**config.mk**
```make
export PLATFORM = sky130hd
export DESIGN_NAME = integer_to_radix_text_unit
export DESIGN_NICKNAME = d
export VERILOG_FILES = /design/src/rtl/core/itrt_pkg.sv /design/src/rtl/core/integer_to_radix_text_unit.sv /design/src/rtl/core/itrt_divider.sv /design/src/rtl/core/itrt_digit_stack.sv
export SDC_FILE = /design/constraint.sdc
export NUM_CORES = 1
export LEC_CHECK = 0
export BUFFER_PORTS_ARGS = -buffer_cell sky130_fd_sc_hd__buf_2
export CAP_MARGIN = 20
export CORE_MARGIN = 1.5
export CORE_UTILIZATION = 35
export CTS_CLUSTER_SIZE = 24
export DETAILED_ROUTE_END_ITERATION = 8
export PLACE_DENSITY_LB_ADDON = 0.05
export SETUP_SLACK_MARGIN = 0.5
export SLEW_MARGIN = 25
export SYNTH_ARGS = -nofsm -noshare
export SYNTH_HDL_FRONTEND = slang
export SYNTH_HIERARCHICAL = 1
export SYNTH_SLANG_ARGS = --single-unit
```
**constraint.sdc**
```tcl
create_clock -name clk_i -period 26.3 [get_ports clk_i]
set_clock_uncertainty 0.15 [all_clocks]
set_input_delay 5.26 -clock clk_i [delete_from_list [all_inputs] [get_ports clk_i]]
set_output_delay 5.26 -clock clk_i [all_outputs]
set_load 0.02 [all_outputs]
```
**src/rtl/core/itrt_pkg.sv**
```systemverilog
`timescale 1ns / 1ps

package itrt_pkg;

  // sizes of the number and the digit store
  localparam int unsigned ValueWidth     = 64;
  localparam int unsigned RadixWidth     = 5;
  localparam int unsigned DigitWidth     = 4;
  localparam int unsigned DigitDepth     = 64;
  localparam int unsigned DigitAddrWidth = 6;
  localparam int unsigned CountWidth     = 7;

  // radix limits and ascii codes
  localparam logic [RadixWidth-1:0] RadixMin   = 5'd2;
  localparam logic [RadixWidth-1:0] RadixMax   = 5'd16;
  localparam logic [RadixWidth-1:0] RadixDec   = 5'd10;
  localparam logic [7:0]            CharMinus  = 8'h2D;
  localparam logic [7:0]            CharZero   = 8'h30;
  localparam logic [7:0]            CharLetter = 8'h41;

  // input item
  typedef struct packed {
    logic signed [ValueWidth-1:0] value;
    logic [RadixWidth-1:0]        radix;
  } itrt_in_t;

  // result item
  typedef struct packed {
    logic [7:0] text_char;
    logic       last_char;
  } itrt_out_t;

  // request to the divide unit
  typedef struct packed {
    logic                  start;
    logic [ValueWidth-1:0] dividend;
    logic [RadixWidth-1:0] divisor;
  } itrt_div_req_t;

  // answer of the divide unit
  typedef struct packed {
    logic                  done;
    logic [ValueWidth-1:0] quotient;
    logic [DigitWidth-1:0] remainder;
  } itrt_div_res_t;

  // digit value to ascii, upper-case letters above nine
  function automatic logic [7:0] digit_char(input logic [DigitWidth-1:0] d);
    logic [7:0] c;
    if (d > 4'd9) begin
      c = CharLetter + {4'd0, d} - 8'd10;
    end else begin
      c = CharZero + {4'd0, d};
    end
    return c;
  endfunction

endpackage

```
**src/rtl/core/integer_to_radix_text_unit.sv**
```systemverilog
`timescale 1ns / 1ps
// each digit takes one pass through the divider (start, 8 byte steps, push), then
// the top digit is read from the stack and the first character of the item is
// registered; characters then leave at one per cycle unless the output stalls;
// up to 64 digits (radix 2), 19 in radix 10
// a new item is taken once the last character sits in the output register
// asynchronous active-low reset clears the sequencer and output valid, not the digits

module integer_to_radix_text_unit (
  input  logic                clk_i,
  input  logic                rst_ni,
  input  logic                in_valid_i,
  output logic                in_stall_o,
  input  itrt_pkg::itrt_in_t  in_item_i,
  output logic                out_valid_o,
  input  logic                out_stall_i,
  output itrt_pkg::itrt_out_t out_item_o
);

  typedef enum logic [2:0] {
    ST_IDLE,
    ST_START,
    ST_DIVIDE,
    ST_FETCH,
    ST_EMIT
  } state_e;

  state_e                            state_q;
  logic [itrt_pkg::ValueWidth-1:0]   mag_q;
  logic [itrt_pkg::RadixWidth-1:0]   radix_q;
  logic                              sign_q;
  logic [itrt_pkg::CountWidth-1:0]   count_q;
  logic                              out_valid_q;
  itrt_pkg::itrt_out_t               out_item_q;

  logic                              in_accept;
  logic                              slot_free;
  logic [itrt_pkg::ValueWidth-1:0]   mag_in;
  logic [itrt_pkg::RadixWidth-1:0]   radix_in;
  logic                              push;
  logic                              pop;
  logic [itrt_pkg::DigitAddrWidth-1:0] wr_addr;
  logic [itrt_pkg::DigitAddrWidth-1:0] rd_addr;
  logic [itrt_pkg::DigitWidth-1:0]   top_digit;
  itrt_pkg::itrt_div_req_t           div_req;
  itrt_pkg::itrt_div_res_t           div_res;

  assign in_stall_o = (state_q != ST_IDLE);
  assign in_accept  = in_valid_i && !in_stall_o;
  assign slot_free  = !out_valid_q || !out_stall_i;

  // magnitude in unsigned arithmetic and clamped radix
  assign mag_in = in_item_i.value[itrt_pkg::ValueWidth-1]
                ? ~in_item_i.value + 64'd1 : in_item_i.value;

  always_comb begin
    if (in_item_i.radix < itrt_pkg::RadixMin) begin
      radix_in = itrt_pkg::RadixMin;
    end else if (in_item_i.radix > itrt_pkg::RadixMax) begin
      radix_in = itrt_pkg::RadixMax;
    end else begin
      radix_in = in_item_i.radix;
    end
  end

  // divider request and digit store control
  assign div_req.start    = (state_q == ST_START);
  assign div_req.dividend = mag_q;
  assign div_req.divisor  = radix_q;

  assign push = (state_q == ST_DIVIDE) && div_res.done;
  assign pop  = (state_q == ST_EMIT) && slot_free && !sign_q;

  // digits are written upward from zero; the read port already looks at the
  // entry below the count that holds after this edge
  assign wr_addr = count_q[itrt_pkg::DigitAddrWidth-1:0];
  assign rd_addr = count_q[itrt_pkg::DigitAddrWidth-1:0]
                 - (pop ? itrt_pkg::DigitAddrWidth'(2) : itrt_pkg::DigitAddrWidth'(1));

  itrt_divider u_divider (
    .clk_i  (clk_i),
    .rst_ni (rst_ni),
    .req_i  (div_req),
    .res_o  (div_res)
  );

  itrt_digit_stack #(
    .Width (itrt_pkg::DigitWidth),
    .Depth (itrt_pkg::DigitDepth)
  ) u_stack (
    .clk_i     (clk_i),
    .wr_en_i   (push),
    .wr_addr_i (wr_addr),
    .wr_data_i (div_res.remainder),
    .rd_addr_i (rd_addr),
    .rd_data_o (top_digit)
  );

  // sequencer with output register
  always_ff @(posedge clk_i or negedge rst_ni) begin
    if (!rst_ni) begin
      state_q     <= ST_IDLE;
      mag_q       <= '0;
      radix_q     <= '0;
      count_q     <= '0;
      sign_q      <= 1'b0;
      out_valid_q <= 1'b0;
      out_item_q  <= '0;
    end else begin
      if (out_valid_q && !out_stall_i) begin
        out_valid_q <= 1'b0;
      end
      unique case (state_q)
        ST_IDLE: begin
          if (in_accept) begin
            mag_q   <= mag_in;
            radix_q <= radix_in;
            sign_q  <= in_item_i.value[itrt_pkg::ValueWidth-1]
                       && (radix_in == itrt_pkg::RadixDec);
            count_q <= '0;
            state_q <= ST_START;
          end
        end
        ST_START: begin
          state_q <= ST_DIVIDE;
        end
        ST_DIVIDE: begin
          if (div_res.done) begin
            mag_q   <= div_res.quotient;
            count_q <= count_q + 1'b1;
            if ((div_res.quotient == '0)
                || (count_q == itrt_pkg::CountWidth'(itrt_pkg::DigitDepth - 1))) begin
              state_q <= ST_FETCH;
            end else begin
              state_q <= ST_START;
            end
          end
        end
        ST_FETCH: begin
          state_q <= ST_EMIT;
        end
        ST_EMIT: begin
          if (slot_free) begin
            out_valid_q <= 1'b1;
            if (sign_q) begin
              sign_q               <= 1'b0;
              out_item_q.text_char <= itrt_pkg::CharMinus;
              out_item_q.last_char <= 1'b0;
            end else begin
              out_item_q.text_char <= itrt_pkg::digit_char(top_digit);
              out_item_q.last_char <= (count_q == itrt_pkg::CountWidth'(1));
              count_q              <= count_q - 1'b1;
              if (count_q == itrt_pkg::CountWidth'(1)) begin
                state_q <= ST_IDLE;
              end
            end
          end
        end
        default: begin
          state_q <= ST_IDLE;
        end
      endcase
    end
  end

  assign out_valid_o = out_valid_q;
  assign out_item_o  = out_item_q;

endmodule

```
**src/rtl/core/itrt_divider.sv**
```systemverilog
`timescale 1ns / 1ps

// divides 64-bit magnitudes by radix 2..16, eight quotient bits per busy cycle
module itrt_divider (
  input  logic                  clk_i,
  input  logic                  rst_ni,
  input  itrt_pkg::itrt_div_req_t req_i,
  output itrt_pkg::itrt_div_res_t res_o
);

  localparam int unsigned StepBits = 8;
  localparam int unsigned StepCount = itrt_pkg::ValueWidth / StepBits;
  localparam int unsigned StepCntW = $clog2(StepCount);

  logic                              busy_q;
  logic                              done_q;
  logic [StepCntW-1:0]               cnt_q;
  logic [itrt_pkg::ValueWidth-1:0]   num_q;
  logic [itrt_pkg::DigitWidth-1:0]   rem_q;
  logic [itrt_pkg::RadixWidth-1:0]   div_q;
  logic [StepBits-1:0]               qbyte;
  logic [itrt_pkg::DigitWidth-1:0]   rem_d;

  // restoring steps over the top byte of the dividend
  always_comb begin
    logic [itrt_pkg::RadixWidth-1:0] trial;
    logic [itrt_pkg::DigitWidth-1:0] rem_v;
    rem_v = rem_q;
    qbyte = '0;
    for (int b = StepBits - 1; b >= 0; b--) begin
      trial = {rem_v, num_q[itrt_pkg::ValueWidth - StepBits + b]};
      if (trial >= div_q) begin
        trial    = trial - div_q;
        qbyte[b] = 1'b1;
      end
      rem_v = trial[itrt_pkg::DigitWidth-1:0];
    end
    rem_d = rem_v;
  end

  // quotient bits shift in where dividend bits leave
  always_ff @(posedge clk_i or negedge rst_ni) begin
    if (!rst_ni) begin
      busy_q <= 1'b0;
      done_q <= 1'b0;
      cnt_q  <= '0;
    end else begin
      done_q <= 1'b0;
      if (req_i.start) begin
        busy_q <= 1'b1;
        cnt_q  <= '0;
      end else if (busy_q) begin
        cnt_q <= cnt_q + 1'b1;
        if (cnt_q == StepCntW'(StepCount - 1)) begin
          busy_q <= 1'b0;
          done_q <= 1'b1;
        end
      end
    end
  end

  always_ff @(posedge clk_i) begin
    if (req_i.start) begin
      num_q <= req_i.dividend;
      rem_q <= '0;
      div_q <= req_i.divisor;
    end else if (busy_q) begin
      num_q <= {num_q[itrt_pkg::ValueWidth-StepBits-1:0], qbyte};
      rem_q <= rem_d;
    end
  end

  assign res_o.done      = done_q;
  assign res_o.quotient  = num_q;
  assign res_o.remainder = rem_q;

endmodule

```
**src/rtl/core/itrt_digit_stack.sv**
```systemverilog
`timescale 1ns / 1ps

// generic memory, one write port and one registered read port
module itrt_digit_stack #(
  parameter int unsigned Width = 4,
  parameter int unsigned Depth = 64
) (
  input  logic                     clk_i,
  input  logic                     wr_en_i,
  input  logic [$clog2(Depth)-1:0] wr_addr_i,
  input  logic [Width-1:0]         wr_data_i,
  input  logic [$clog2(Depth)-1:0] rd_addr_i,
  output logic [Width-1:0]         rd_data_o
);

  logic [Width-1:0] mem_q [Depth];
  logic [Width-1:0] rd_data_q;

  // write and registered read
  always_ff @(posedge clk_i) begin
    if (wr_en_i) begin
      mem_q[wr_addr_i] <= wr_data_i;
    end
    rd_data_q <= mem_q[rd_addr_i];
  end

  assign rd_data_o = rd_data_q;

endmodule
```
==> results.yml <==
worst_setup_path:
  r2r_cells: 45
  critPathRequiredTime_ns: 26.68
  slowest_delay_ns: 0.67
  rr_endpoint: "u_divider/rem_q[3]$_SDFFE_PP0P_"
  critPathSlowestCell: "edfxtp_1"
  setup.reg_to_reg.worst_slack_ns: 13.76
  path_class: "register to register"
  cp.arrival_ns: 12.91
  cpMostUsedCell: "ha_1"
  r2r-start: "u_divider/div_q[1]$_DFFE_PP_"
  endpoint_kind: "register"
  crit_path_start_kind: "register"
  cp_max_fo: 10
synth:
  synth_top_family_by_area: "multiplexers"
  syn_area_um2: 21400
  yosysTopAreaCellShare: 0.457
  yosys-mux-area-fraction: 0.114
  avgSynthCellArea_um2: 12.8
  syn_nets: 1807
  synthXorXnorAreaFrac: 0.0307
  yosys_warnings: 6
  yosysTopAreaCell: "edfxtp_1"
  yosys.area_share.simple: 0.111
  synth.distinct_cells: 82
  synth-seq-cells: 427
  seq_area_frac_synth: 0.574
  synthAdderAreaFrac: 0.0377
  synth_compound_area_frac: 0.105
  synthArstFlopShare: 0.220
  synth_top_flop_cell: "edfxtp_1"
  synth_edf_count: 325
  synth_area_leaders: "edfxtp_1 (46%), dfrtp_1 (11%), mux4_2 (4.8%)"
  synthCells: 1675
timing:
  period_share: 0.477
  drv_slew: 0
  rsz0062_at_grt: "no"
  slew_headroom: 0.312
  setup_viol: 0
  hold_viol: 0
  worstMarginPinSlew_ns: 1.03
  finalCriticalPeriod_ns: 12.54
  max_freq_ghz: 0.0798
  timing.setup.tns_ns: 0
  fin_ws_ns: 13.76
layout:
  final_cell_mix: "edfxtp_1 (325), nor2_1 (171), nand2_1 (122)"
  final_common_cell: "edfxtp_1"
  fillerInstances: 5792
  final_cells: 2564
  area_growth_pct: 12.8
  drive_gt1_frac: 0.181
  finish.net_count: 1877
  multiInputGateArea_um2: 8540
  antenna_cells: 0
  register_area_um2: 12300
outcome:
  outcome: "finished, final reports clean"
floorplan:
  rows: 90
  fp.dieH_um: 250
  die_area_um2: 62600
  initial_utilization: 0.354
  die_w_um: 250
  core_area_um2: 60400
  pin_count: 84
hold_path:
  holdPathStages: 0
  min-delay-start: "radix_q[4]$_DFFE_PN0P_"
  holdPathEnd: "u_divider/div_q[4]$_DFFE_PP_"
  hp-class: "register to register"
place:
  dp_slack_ns: 13.86
  io_buffers: 82
  dp_hpwl_mm: 41.0
  place_congestion: 0.831
  dp_cells: 2475
detailed_routing:
  wl_per_cell_um: 24.0
  firstDrtPassIters: 5
  vias_per_cell: 5.52
  drtIter0Drc: 970
  wl_mm: 61.5
  drc: 0
  num_vias: 14159
  ant_nets: 0
clock_tree:
  clock_path_buffers: 3
  clock_sinks: 427
  cts_inserted_buffers: 49
  clkLatencyLatePin_ns: 0.60
  path_clk_slew_ns: 0.07
  h-tree-depth: 2
  ctsResizeCount: 0
  cts_setup_buffers: 0
  cts_tree: "built"
  root_buffer: "clkbuf_16"
  cts_hold_buf: 0
grt:
  grt_max_degree: 68
  antenna_found_initial: 1
  grt_overflow_total: 0
  grt_pass1_wl_mm: 93.0
  grtUsageTotal: 0.197
  first_global_vias: 14253
flow_run:
  drv_cap: 0
-- routing by layer --
metal	routed length, um	share of wire	global-route usage	vias up
met3	2560	0.042	0.0268	98
met1	27300	0.44	0.268	7180
met2	30000	0.49	0.327	313
met4	1630	0.027	0.0610	0
met5	0	0	0	-
li1	-	-	-	6568
-- Yosys cell counts, drive strengths merged (28+ instances only) --
| master | instances |
|---|---|
| nor2 | 172 |
| ha | 50 |
| nor3 | 28 |
| inv | 42 |
| dfrtp | 94 |
| xor2 | 37 |
| nor4 | 29 |
| a21oi | 64 |
| clkbuf | 62 |
| mux4 | 65 |
| o21ai | 112 |
| edfxtp | 325 |
| nand2 | 123 |
| mux2 | 64 |
| xnor2 | 38 |
-- critical path, delay by kind of cell (launching register included) --
kind | cells | cell delay, ns
and+or+nand+nor | 9 | 1.64
buffers and inverters | 1 | 0.40
muxes | 3 | 1.23
adders and majority gates | 8 | 2.50
DFF | 1 | 0.67
AOI/OAI and AO/OA | 24 | 5.84
-- through the flow --
stage	instance area (um^2)	hold WS, ns	utilization
after floorplan	21400	0.275	-
after global placement	22500	0.281	0.373
after detailed placement	22500	0.287	0.373
after CTS	24100	0.298	0.399
after global routing	24100	0.320	0.399
final	24100	0.293	0.399
-- how the worst max path moves through the flow --
stage	start	cells after the start	to
after floorplan	u_divider/rem_q[0]$_SDFFE_PP0P_	47	u_divider/rem_q[3]$_SDFFE_PP0P_
after global placement	u_divider/div_q[1]$_DFFE_PP_	47	u_divider/rem_q[2]$_SDFFE_PP0P_
after detailed placement	u_divider/div_q[1]$_DFFE_PP_	45	u_divider/rem_q[3]$_SDFFE_PP0P_
after CTS	u_divider/div_q[1]$_DFFE_PP_	45	u_divider/rem_q[3]$_SDFFE_PP0P_
after global routing	u_divider/div_q[1]$_DFFE_PP_	45	u_divider/rem_q[2]$_SDFFE_PP0P_
final	u_divider/div_q[1]$_DFFE_PP_	45	u_divider/rem_q[3]$_SDFFE_PP0P_
-- state kept, by name, indices dropped and copies added (netlist names), 5 cells and up --
name,flops
radix_q,5
out_item_o,8
u_divider/num_q,64
u_stack/mem_q,256
mag_q,64
count_q,7
u_divider/div_q,5
-- area by class of cell --
cell class | count | area share
Timing Repair Buffer | 105 | 0.0251
Sequential cell | 427 | 0.509
Tap cell | 782 | 0.0406
Multi-Input combinational cell | 1119 | 0.354
Clock buffer | 65 | 0.0555
Inverter | 43 | 0.00680
Clock inverter | 23 | 0.00856
-- cells by family (layout without fill, tap and decap cells) --
family,count (synthesis),count (layout)
compound gates,343,343
xor+xnor,75,75
fa+ha+maj,59,59
buf+inv,129,236
flops,427,427
mux,147,147
other cells,1,1
simple gates,494,494
Power is not shown: default switching activity piles up to over one toggle a cycle in this logic, so the estimate is an artifact.
